--- config.mk ---
export PLATFORM = sky130hd
export DESIGN_NAME = pn_binary_matched_filter
export DESIGN_NICKNAME = d
export VERILOG_FILES = /design/src/hw/rtl/pbmf_pkg.sv /design/src/hw/rtl/pn_binary_matched_filter.sv /design/src/hw/rtl/pbmf_cfg.sv /design/src/hw/rtl/pbmf_shift.sv /design/src/hw/rtl/pbmf_corr.sv
export SDC_FILE = /design/constraint.sdc
export NUM_CORES = 2
export LEC_CHECK = 0
export BUFFER_PORTS_ARGS = -buffer_cell sky130_fd_sc_hd__buf_2
export CORE_AREA = 2 2 299 420
export CTS_CLUSTER_SIZE = 30
export DETAILED_ROUTE_END_ITERATION = 8
export DIE_AREA = 0 0 301 422
export HOLD_SLACK_MARGIN = 0.08
export PLACE_DENSITY = 0.63
export SLEW_MARGIN = 25
export SYNTH_ARGS = -nofsm -noshare
export SYNTH_HDL_FRONTEND = slang
export SYNTH_SLANG_ARGS = --single-unit
--- constraint.sdc ---
create_clock -name clk -period 19.4 [get_ports clk]
set_clock_uncertainty 0.1 [all_clocks]
set_input_delay 1.94 -clock clk [delete_from_list [all_inputs] [get_ports clk]]
set_output_delay 1.94 -clock clk [all_outputs]
set_load 0.05 [all_outputs]
--- src/hw/rtl/pbmf_pkg.sv ---
// Shared types, constants and the 32-bit population count for the PN matched filter.
`timescale 1ns / 1ps

package pbmf_pkg;

  localparam int COEF_REGS = 4;
  localparam int COEF_W    = 64;
  localparam int COEF_BITS = COEF_REGS * COEF_W;
  localparam int LEN_W     = 9;
  localparam int LEN_RESET = 256;
  localparam int SCORE_W   = 10;
  localparam int CFG_IDX_W = 3;
  localparam int CHUNK_W   = 32;
  localparam int CHUNK_CNT_W = 6;
  localparam int SUM_W     = 10;

  localparam logic [CFG_IDX_W-1:0] CFG_COEF_0 = 3'd0;
  localparam logic [CFG_IDX_W-1:0] CFG_COEF_1 = 3'd1;
  localparam logic [CFG_IDX_W-1:0] CFG_COEF_2 = 3'd2;
  localparam logic [CFG_IDX_W-1:0] CFG_COEF_3 = 3'd3;
  localparam logic [CFG_IDX_W-1:0] CFG_LENGTH = 3'd4;

  localparam logic [31:0] M_PAIRS   = 32'h5555_5555;
  localparam logic [31:0] M_NIBBLES = 32'h3333_3333;
  localparam logic [31:0] M_BYTES   = 32'h0F0F_0F0F;
  localparam logic [31:0] M_HALVES  = 32'h00FF_00FF;
  localparam logic [31:0] M_WORD    = 32'h0000_FFFF;

  // Valid and end-of-word marker that travel with one chip position.
  typedef struct packed {
    logic valid;
    logic last;
  } pbmf_beat_t;

  // Tree population count of one 32-bit chunk.
  function automatic logic [CHUNK_CNT_W-1:0] popcount32(input logic [31:0] x);
    logic [31:0] r;
    r = (x & M_PAIRS) + ((x >> 1) & M_PAIRS);
    r = (r & M_NIBBLES) + ((r >> 2) & M_NIBBLES);
    r = (r & M_BYTES) + ((r >> 4) & M_BYTES);
    r = (r & M_HALVES) + ((r >> 8) & M_HALVES);
    r = (r & M_WORD) + ((r >> 16) & M_WORD);
    return r[CHUNK_CNT_W-1:0];
  endfunction

endpackage

--- src/hw/rtl/pn_binary_matched_filter.sv ---
// Top level of the binary PN-sequence matched filter.
`timescale 1ns / 1ps

// Binary PN matched filter on hard-decision chips.
// Input channel: in_valid, in_stall, in_chip_word. Each item is a word of
// WORD_BITS chips, oldest chip in the most significant bit. Result channel:
// out_valid, out_stall, out_score, out_last_of_word. Every input item yields
// WORD_BITS results, one per chip, and the last one carries out_last_of_word.
// Configuration port: cfg_valid, cfg_ready, cfg_index, cfg_data. Indexes 0 to 3
// load the 256 coefficient bits, index 4 loads the filter length; other
// indexes are ignored. cfg_ready is always high. Write only while idle.
// The word buffer takes each word; the history shifter moves one chip per
// cycle while the pipeline does not stall, and scores leave the result register
// one per cycle unless stalled. The next word is taken in the cycle the last
// chip of the current one is shifted, so words stream back to back with no
// gap in the results.
// Reset clears the chip history and the pipeline, sets all coefficients to
// zero and the length to 256 (or MAX_TAPS if smaller).
// When the receiver stalls, the result register holds and the two stages
// behind it fill up; the shifter stops and in_stall is high while chips wait.

module pn_binary_matched_filter
  import pbmf_pkg::*;
#(
  parameter int MAX_TAPS  = 256,
  parameter int WORD_BITS = 32
) (
  input  logic                      clk,
  input  logic                      rst_n,
  input  logic                      in_valid,
  output logic                      in_stall,
  input  logic [WORD_BITS-1:0]      in_chip_word,
  output logic                      out_valid,
  input  logic                      out_stall,
  output logic signed [SCORE_W-1:0] out_score,
  output logic                      out_last_of_word,
  input  logic                      cfg_valid,
  output logic                      cfg_ready,
  input  logic [CFG_IDX_W-1:0]      cfg_index,
  input  logic [COEF_W-1:0]         cfg_data
);

  logic [MAX_TAPS-1:0] pattern;
  logic [MAX_TAPS-1:0] mask;
  logic [LEN_W-1:0]    length;
  logic [MAX_TAPS-1:0] history;
  pbmf_beat_t          beat;
  logic                corr_ready;

  // Register writes are never held off.
  assign cfg_ready = 1'b1;

  pbmf_cfg #(
    .MAX_TAPS(MAX_TAPS)
  ) u_cfg (
    .clk      (clk),
    .rst_n    (rst_n),
    .wr_en    (cfg_valid && cfg_ready),
    .wr_index (cfg_index),
    .wr_data  (cfg_data),
    .pattern  (pattern),
    .mask     (mask),
    .length   (length)
  );

  pbmf_shift #(
    .MAX_TAPS (MAX_TAPS),
    .WORD_BITS(WORD_BITS)
  ) u_shift (
    .clk         (clk),
    .rst_n       (rst_n),
    .in_valid    (in_valid),
    .in_stall    (in_stall),
    .in_chip_word(in_chip_word),
    .next_ready  (corr_ready),
    .beat        (beat),
    .history     (history)
  );

  pbmf_corr #(
    .MAX_TAPS(MAX_TAPS)
  ) u_corr (
    .clk             (clk),
    .rst_n           (rst_n),
    .beat            (beat),
    .ready           (corr_ready),
    .history         (history),
    .pattern         (pattern),
    .mask            (mask),
    .length          (length),
    .out_valid       (out_valid),
    .out_stall       (out_stall),
    .out_score       (out_score),
    .out_last_of_word(out_last_of_word)
  );

endmodule

--- src/hw/rtl/pbmf_cfg.sv ---
// Configuration registers: coefficient pattern, effective length and compare mask.
`timescale 1ns / 1ps

module pbmf_cfg
  import pbmf_pkg::*;
#(
  parameter int MAX_TAPS = 256
) (
  input  logic                 clk,
  input  logic                 rst_n,
  input  logic                 wr_en,
  input  logic [CFG_IDX_W-1:0] wr_index,
  input  logic [COEF_W-1:0]    wr_data,
  output logic [MAX_TAPS-1:0]  pattern,
  output logic [MAX_TAPS-1:0]  mask,
  output logic [LEN_W-1:0]     length
);

  localparam int LEN_RST_EFF = (MAX_TAPS < LEN_RESET) ? MAX_TAPS : LEN_RESET;
  localparam logic [MAX_TAPS-1:0] MASK_RST =
    {MAX_TAPS{1'b1}} >> (MAX_TAPS - LEN_RST_EFF);

  logic [COEF_W-1:0]   coef_r [COEF_REGS];
  logic [LEN_W-1:0]    len_r;
  logic [MAX_TAPS-1:0] mask_r;
  logic [LEN_W-1:0]    len_wr;
  logic [MAX_TAPS-1:0] mask_wr;

  // Lengths above the tap count saturate to the tap count.
  always_comb begin
    if (int'(wr_data[LEN_W-1:0]) > MAX_TAPS) begin
      len_wr = LEN_W'(MAX_TAPS);
    end else begin
      len_wr = wr_data[LEN_W-1:0];
    end
    for (int k = 0; k < MAX_TAPS; k++) begin
      mask_wr[k] = (k < int'(len_wr));
    end
  end

  always_ff @(posedge clk) begin
    if (!rst_n) begin
      for (int i = 0; i < COEF_REGS; i++) begin
        coef_r[i] <= '0;
      end
      len_r  <= LEN_W'(LEN_RST_EFF);
      mask_r <= MASK_RST;
    end else if (wr_en) begin
      case (wr_index)
        CFG_COEF_0: coef_r[0] <= wr_data;
        CFG_COEF_1: coef_r[1] <= wr_data;
        CFG_COEF_2: coef_r[2] <= wr_data;
        CFG_COEF_3: coef_r[3] <= wr_data;
        CFG_LENGTH: begin
          len_r  <= len_wr;
          mask_r <= mask_wr;
        end
        default: ;
      endcase
    end
  end

  // Pattern bits beyond the coefficient registers read as zero.
  for (genvar k = 0; k < MAX_TAPS; k++) begin : g_pat
    if (k < COEF_BITS) begin : g_reg
      assign pattern[k] = coef_r[k / COEF_W][k % COEF_W];
    end else begin : g_zero
      assign pattern[k] = 1'b0;
    end
  end

  assign mask   = mask_r;
  assign length = len_r;

endmodule

--- src/hw/rtl/pbmf_shift.sv ---
// Input word buffer and chip history shifter, one chip per cycle unless stalled.
`timescale 1ns / 1ps

module pbmf_shift
  import pbmf_pkg::*;
#(
  parameter int MAX_TAPS  = 256,
  parameter int WORD_BITS = 32
) (
  input  logic                 clk,
  input  logic                 rst_n,
  input  logic                 in_valid,
  output logic                 in_stall,
  input  logic [WORD_BITS-1:0] in_chip_word,
  input  logic                 next_ready,
  output pbmf_beat_t           beat,
  output logic [MAX_TAPS-1:0]  history
);

  localparam int CNT_W = $clog2(WORD_BITS + 1);

  logic [WORD_BITS-1:0] word_r;
  logic [CNT_W-1:0]     left_r;
  logic [MAX_TAPS-1:0]  hist_r;
  logic                 hv_r;
  logic                 last_r;
  logic                 shift;
  logic                 accept;

  // A snapshot in hist_r waits until the correlator takes it.
  assign shift    = (left_r != '0) && (!hv_r || next_ready);
  assign in_stall = !((left_r == '0) || ((left_r == CNT_W'(1)) && shift));
  assign accept   = in_valid && !in_stall;

  always_ff @(posedge clk) begin
    if (!rst_n) begin
      left_r <= '0;
      hv_r   <= 1'b0;
      hist_r <= '0;
    end else begin
      if (accept) begin
        left_r <= CNT_W'(WORD_BITS);
      end else if (shift) begin
        left_r <= left_r - CNT_W'(1);
      end
      if (shift) begin
        hv_r   <= 1'b1;
        hist_r <= {hist_r[MAX_TAPS-2:0], word_r[WORD_BITS-1]};
      end else if (next_ready) begin
        hv_r <= 1'b0;
      end
    end
  end

  always_ff @(posedge clk) begin
    if (accept) begin
      word_r <= in_chip_word;
    end else if (shift) begin
      word_r <= {word_r[WORD_BITS-2:0], 1'b0};
    end
    if (shift) begin
      last_r <= (left_r == CNT_W'(1));
    end
  end

  assign beat.valid = hv_r;
  assign beat.last  = last_r;
  assign history    = hist_r;

endmodule

--- src/hw/rtl/pbmf_corr.sv ---
// Two-stage correlator: chunk popcounts, then sum and score into the result register.
`timescale 1ns / 1ps

module pbmf_corr
  import pbmf_pkg::*;
#(
  parameter int MAX_TAPS = 256
) (
  input  logic                      clk,
  input  logic                      rst_n,
  input  pbmf_beat_t                beat,
  output logic                      ready,
  input  logic [MAX_TAPS-1:0]       history,
  input  logic [MAX_TAPS-1:0]       pattern,
  input  logic [MAX_TAPS-1:0]       mask,
  input  logic [LEN_W-1:0]          length,
  output logic                      out_valid,
  input  logic                      out_stall,
  output logic signed [SCORE_W-1:0] out_score,
  output logic                      out_last_of_word
);

  localparam int NCHUNK = (MAX_TAPS + CHUNK_W - 1) / CHUNK_W;
  localparam int PAD_W  = NCHUNK * CHUNK_W;

  logic [PAD_W-1:0]       diff;
  logic [CHUNK_CNT_W-1:0] cnt_r [NCHUNK];
  logic                   av_r;
  logic                   alast_r;
  logic                   ov_r;
  logic                   olast_r;
  logic [SCORE_W-1:0]     score_r;
  logic                   out_ready;
  logic [SUM_W-1:0]       sum;
  logic [SCORE_W-1:0]     score_nxt;

  assign out_ready = !ov_r || !out_stall;
  assign ready     = !av_r || out_ready;
  assign diff      = PAD_W'((history ^ pattern) & mask);

  // The masked count never exceeds the length, so nine bits hold it.
  always_comb begin
    sum = '0;
    for (int c = 0; c < NCHUNK; c++) begin
      sum = sum + SUM_W'(cnt_r[c]);
    end
    score_nxt = {sum[LEN_W-1:0], 1'b0} - {1'b0, length};
  end

  always_ff @(posedge clk) begin
    if (!rst_n) begin
      av_r <= 1'b0;
      ov_r <= 1'b0;
    end else begin
      if (ready) begin
        av_r <= beat.valid;
      end
      if (out_ready) begin
        ov_r <= av_r;
      end
    end
  end

  always_ff @(posedge clk) begin
    if (ready && beat.valid) begin
      alast_r <= beat.last;
      for (int c = 0; c < NCHUNK; c++) begin
        cnt_r[c] <= popcount32(diff[c*CHUNK_W +: CHUNK_W]);
      end
    end
    if (out_ready && av_r) begin
      olast_r <= alast_r;
      score_r <= score_nxt;
    end
  end

  assign out_valid        = ov_r;
  assign out_score        = $signed(score_r);
  assign out_last_of_word = olast_r;

endmodule

# After elaboration in Yosys (flattened, before gate mapping)
# Memories as Yosys holds them, arrays and structs flattened.
# Index checks and enable logic that the tools add are counted.
[classes]
addsub = 49
n_lt_le_gt_ge = 257
eq_ne = 5
mux = 30
bitwise = 7
n_reduce_logical = 21
[op_table]
columns = ["operator", "count"]
rows = [
  ["$lt 8x9->1 const A", 128],
  ["$lt 7x9->1 const A", 64],
  ["$lt 6x9->1 const A", 32],
  ["$add 31x31->32", 8],
  ["$and 256x256->256", 1],
  ["$mux 64", 4],
  ["$xor 256x256->256", 1],
  ["$add 30x30->31", 8],
  ["$add 28x27->29", 8],
  ["$add 22x21->22", 8],
  ["$lt 5x9->1 const A", 16],
  ["$lt 4x9->1 const A", 8],
  ["$mux 32", 2],
  ["$add 9x6->9", 6],
  ["$add 6x6->6", 8],
  ["$lt 3x9->1 const A", 4],
  ["$mux 1", 21],
  ["$lt 1x9->1 const A", 2],
  ["$lt 2x9->1 const A", 2],
  ["$mux 6", 2],
  ["$sub 10x9->10", 1],
  ["$gt 9x9->1 const B", 1],
  ["$mux 9", 1],
  ["$add 6x6->7", 1],
  ["other kinds (16)", 32],
]
[word_totals]
reg_bits = 575
mem_bits_rw = 304
input_bits = 104
out_inout_bits = 14
word_cells = 384
n_memories = 2
[mem_list]
columns = ["name", "words", "width", "read_ports", "rd_clocked_by_memory_dff", "write_ports", "line", "text"]
rows = [
  ["u_cfg.coef_r", 4, 64, 4, 0, 4, "pbmf_cfg.sv:23", "logic [COEF_W-1:0] coef_r [COEF_REGS];"],
  ["u_corr.cnt_r", 8, 6, 8, 0, 8, "pbmf_corr.sv:27", "logic [CHUNK_CNT_W-1:0] cnt_r [NCHUNK];"],
]

# Logic depth before layout (Yosys ltp)
[logic_depth]
depth_word = 9
depth_mapped = 22
mapped_depth_nobuf = 22

# By module
# From an unflattened synthesis, not the netlist that was laid out.
[unflattened]
hier_cells = 4648
area_unflattened_um2 = 47337.9
[by_module_without_submodules]
columns = ["module", "n_inst", "cells_per_inst", "area_each_um2", "seq_area_each_um2"]
rows = [
  ["pbmf_cfg", 1, 1785, 19877.8, 12972.4],
  ["pbmf_corr", 1, 1632, 16952.5, 1841.8],
  ["pbmf_shift", 1, 1229, 10496.3, 6256.0],
  ["pn_binary_matched_filter", 1, 2, 11.3, 0.0],
]

# Least setup slack after synthesis
# OpenSTA, ideal clock, no wires.
[synth_path]
kind = "input-to-reg"
start = "input cfg_index[0]"
end = "memory u_cfg.coef_r[0][0], enable pin"
setup_time_ns = 0.582
arrival_ns = 7.026
required_ns = 18.718
setup_slack_ns = 11.692
stages = 3
path_buffers = 1
cell_sequence = "nand2b_1 clkbuf_1 o31ai_1"
[synth_rtl]
columns = ["element", "line", "text"]
rows = [
  ["start: declaration", "pn_binary_matched_filter.sv:39", "input logic [CFG_IDX_W-1:0] cfg_index,"],
  ["end: declaration", "pbmf_cfg.sv:23", ""],
]

==> out/results.txt <==
Gr ovfl total - 0
RSZ-0062 raised after global routing - no
Via density - 5.22
Total CTS buffers - 87
Critical path class - register to register
Final #Nets - 5,288
Share of layout cells above drive strength 1 - 7.88%
Highest-count cells in the layout ignoring fill and taps - nand2_1, dfxtp_1, a21oi_1
Hold Vio Cnt, Final - 0
Drt wl/cell - 21.9 µm
Max Fclk - 167 MHz
Cells after Synth - 4,586
CP dominant cell by count - fa_1
Flop and latch count out of synthesis - 878
Main combinational cell family by area after synthesis - adder cells
GP Congestion - 0.863
DP HPWL - 95,100 µm
Starting Density - 37.7%
Simple logic cell fraction of the synthesized area - 15.0%
Std-Cell Rows - 153
Register Area - 21,100 µm²
Netlist Area Pre-Place - 46,600 µm²
H-tree depth - 3
Most common flop cell mapped by yosys - dfxtp_1
Mux share of post-synthesis cell area - 0.771%
Compound-Gate Fraction of Synth Area - 11.2%
Outcome - finished clean
Post-route ant nets - 0
GRT Resource Usage Total - 21.7%
CP delay by family, top - adder cells
Post-Synth XOR/XNOR Area - 6.81%
Hold Crit Class - register to register
TNS Setup - 0 ps
DR iter-0 viols - 2,548
Clk buf depth - 3
Final Max Slew Viols - 0
Vias post-DR - 33,000
Setup crit end kind - register
Post-Route WL - 138,000 µm
First-pass iteration count of the detailed router - 6
Synth unique cells - 60
Die Y - 422 µm
PortBufs - 116
Sequential area share after synthesis - 45.3%
Req. time, crit path - 19,720 ps
Core Footprint - 123,000 µm²
Number of flops mapped to enable cells by yosys - 349
Crit-path max FO - 4
Relative slew slack - 30.1%
Final period util - 30.9%
First-pass GRT wire length - 208,000 µm
Largest net degree at the start of global routing - 175
Die Area - 127,000 µm²
Async SR Flop Fraction - 0%
Vias in the first global route - 33,500
Sink Count - 878
Worst setup SP type - register
Max-cap violation count - 0
Post-CTS Resized - 0
Post-Syn Area per Cell - 10.2 µm²
Hold buffer count at CTS - 0
Later-pin clock latency in the skew report - 690 ps
DRC Markers - 0
Crit-path cells - ha_1 > a21o_1 > a21oi_1 > xnor2_1 > fa_1 > fa_1 > fa_1 > inv_1 > fa_1 > ha_1 > nor2b_1 > o21ai_0 > a21oi_1 > or4b_2 > nand3_1 > ha_1 > nor2_1 > nor2_1 > a31oi_1 > xnor2_1
Worst Max-Slew Pin Slew - 1050 ps
Minimum clock period - 5990 ps
CTS Root Cell - clkbuf_16
Synth Area in Adders - 17.8%
Layout area overhead - 11.2%
Die W - 301 µm
Initial antenna violation count - 18
Multi-input logic area - 24,200 µm²
Yosys warnings - 0
I/O pins - 118
Worst-path clk slew - 60 ps
Max stage delay on crit path - 610 ps
Slowest cell on crit path - or4b_2
Filler cells - 11,900
Post-CTS Setup Bufs - 0
Commonest non-fill, non-tap cell in the layout - nand2_1
WP data arrival - 6300 ps
Final Setup Violations - 0
WP buf/inv - 1
Syn nets - 5,262
TritonCTS clock tree - yes
routing by layer:
metal	track usage, %	share of wire, %	up-vias
met5	0	0.11	-
met2	38.9	51	945
met1	25.3	38	16200
met3	2.81	5.3	281
met4	10.8	5.1	12
li1	-	-	15500
stage by stage:
step                std cells  utilization, %  setup slack (ps)  instance area [µm²]  hold WS, ps
floorplan                4586               -             11690                46600          300
global placement         6148            39.6             13470                48800          303
detailed placement       6149            39.6             13470                48900          306
CTS                      6310            41.9             13450                51700          321
global route             6313            41.9             13100                51800          329
finish                   6314            41.9             13410                51800          320
path summary, 6_finish.rpt:
kind,startpoint,end,slack (ps),cells past startpoint
max,u_corr.cnt_r[0][1],u_corr.out_score[9],13410,20
min,u_corr.alast_r,u_corr.out_last_of_word,320,0
max reg2reg,u_corr.cnt_r[0][1],u_corr.out_score[9],13410,20
min reg2reg,u_corr.alast_r,u_corr.out_last_of_word,320,0
sequential cells by signal (all words and copies together), names as in the netlist:
signal / flops
u_cfg.coef_r: 256
u_cfg.length: 8
u_cfg.mask: 256
u_corr.alast_r: 1
u_corr.av_r: 1
u_corr.cnt_r: 48
u_corr.out_last_of_word: 1
u_corr.out_score: 10
u_corr.out_valid: 1
u_shift.history: 256
u_shift.hv_r: 1
u_shift.last_r: 1
u_shift.left_r: 6
u_shift.word_r: 32
cell type report:
class	instances	area share, %
well taps	1627	3.93
multi-input cells	3336	46.7
diodes	3	0.0145
inverters	137	1.02
repair buffers	172	2.09
flip-flops and latches	878	40.7
clock inverters	43	0.904
clock buffers	118	4.61
cell families (layout without fill, tap and decap cells):
group           Yosys count  in the layout
other cells               1              4
buf+inv                 372            470
fa+ha+maj               572            572
mux                      32             32
xor+xnor                362            362
simple gates           1449           1449
flops                   878            878
compound gates          920            920
synthesized netlist by cell type, types with 2 or more instances:
library cell / n / area [µm²]
dfxtp_1: 529 / 10600
nor2b_1: 19 / 119
mux2_2: 30 / 338
inv_1: 135 / 507
xor2_1: 299 / 2620
nor4_1: 4 / 25.0
ha_1: 422 / 5280
buf_4: 4 / 30.0
nand2b_1: 17 / 106
a211oi_1: 3 / 22.5
o21bai_1: 2 / 15.0
edfxtp_1: 349 / 10500
or2_2: 3 / 18.8
o21ai_0: 190 / 951
clkbuf_1: 167 / 627
a221o_1: 34 / 340
and2_1: 505 / 3160
or3_1: 3 / 18.8
fa_1: 150 / 3000
nor3_1: 17 / 85.1
a21oi_1: 519 / 2600
nor3b_1: 4 / 30.0
and3_1: 2 / 12.5
a31oi_1: 4 / 25.0
o31ai_1: 11 / 82.6
xnor2_1: 63 / 552
nor2_1: 49 / 184
nand4_1: 3 / 18.8
a21o_1: 138 / 1040
nand2_1: 777 / 2920
nand3_1: 35 / 175
o22ai_1: 5 / 31.3
buf_2: 47 / 235
o211ai_1: 5 / 37.5
buf_1: 17 / 63.8
worst register-to-register path, cell delays in order, from the launching register on:
cell,delay [ps]
edfxtp_1,400
ha_1,300
a21o_1,150
a21oi_1,220
xnor2_1,180
fa_1,470
fa_1,510
fa_1,540
inv_1,50
fa_1,450
ha_1,350
nor2b_1,150
o21ai_0,240
a21oi_1,150
or4b_2,610
nand3_1,110
ha_1,260
nor2_1,150
nor2_1,60
a31oi_1,200
xnor2_1,80
Power is not shown: default switching activity piles up to over one toggle a cycle in this logic, so the estimate is an artifact.
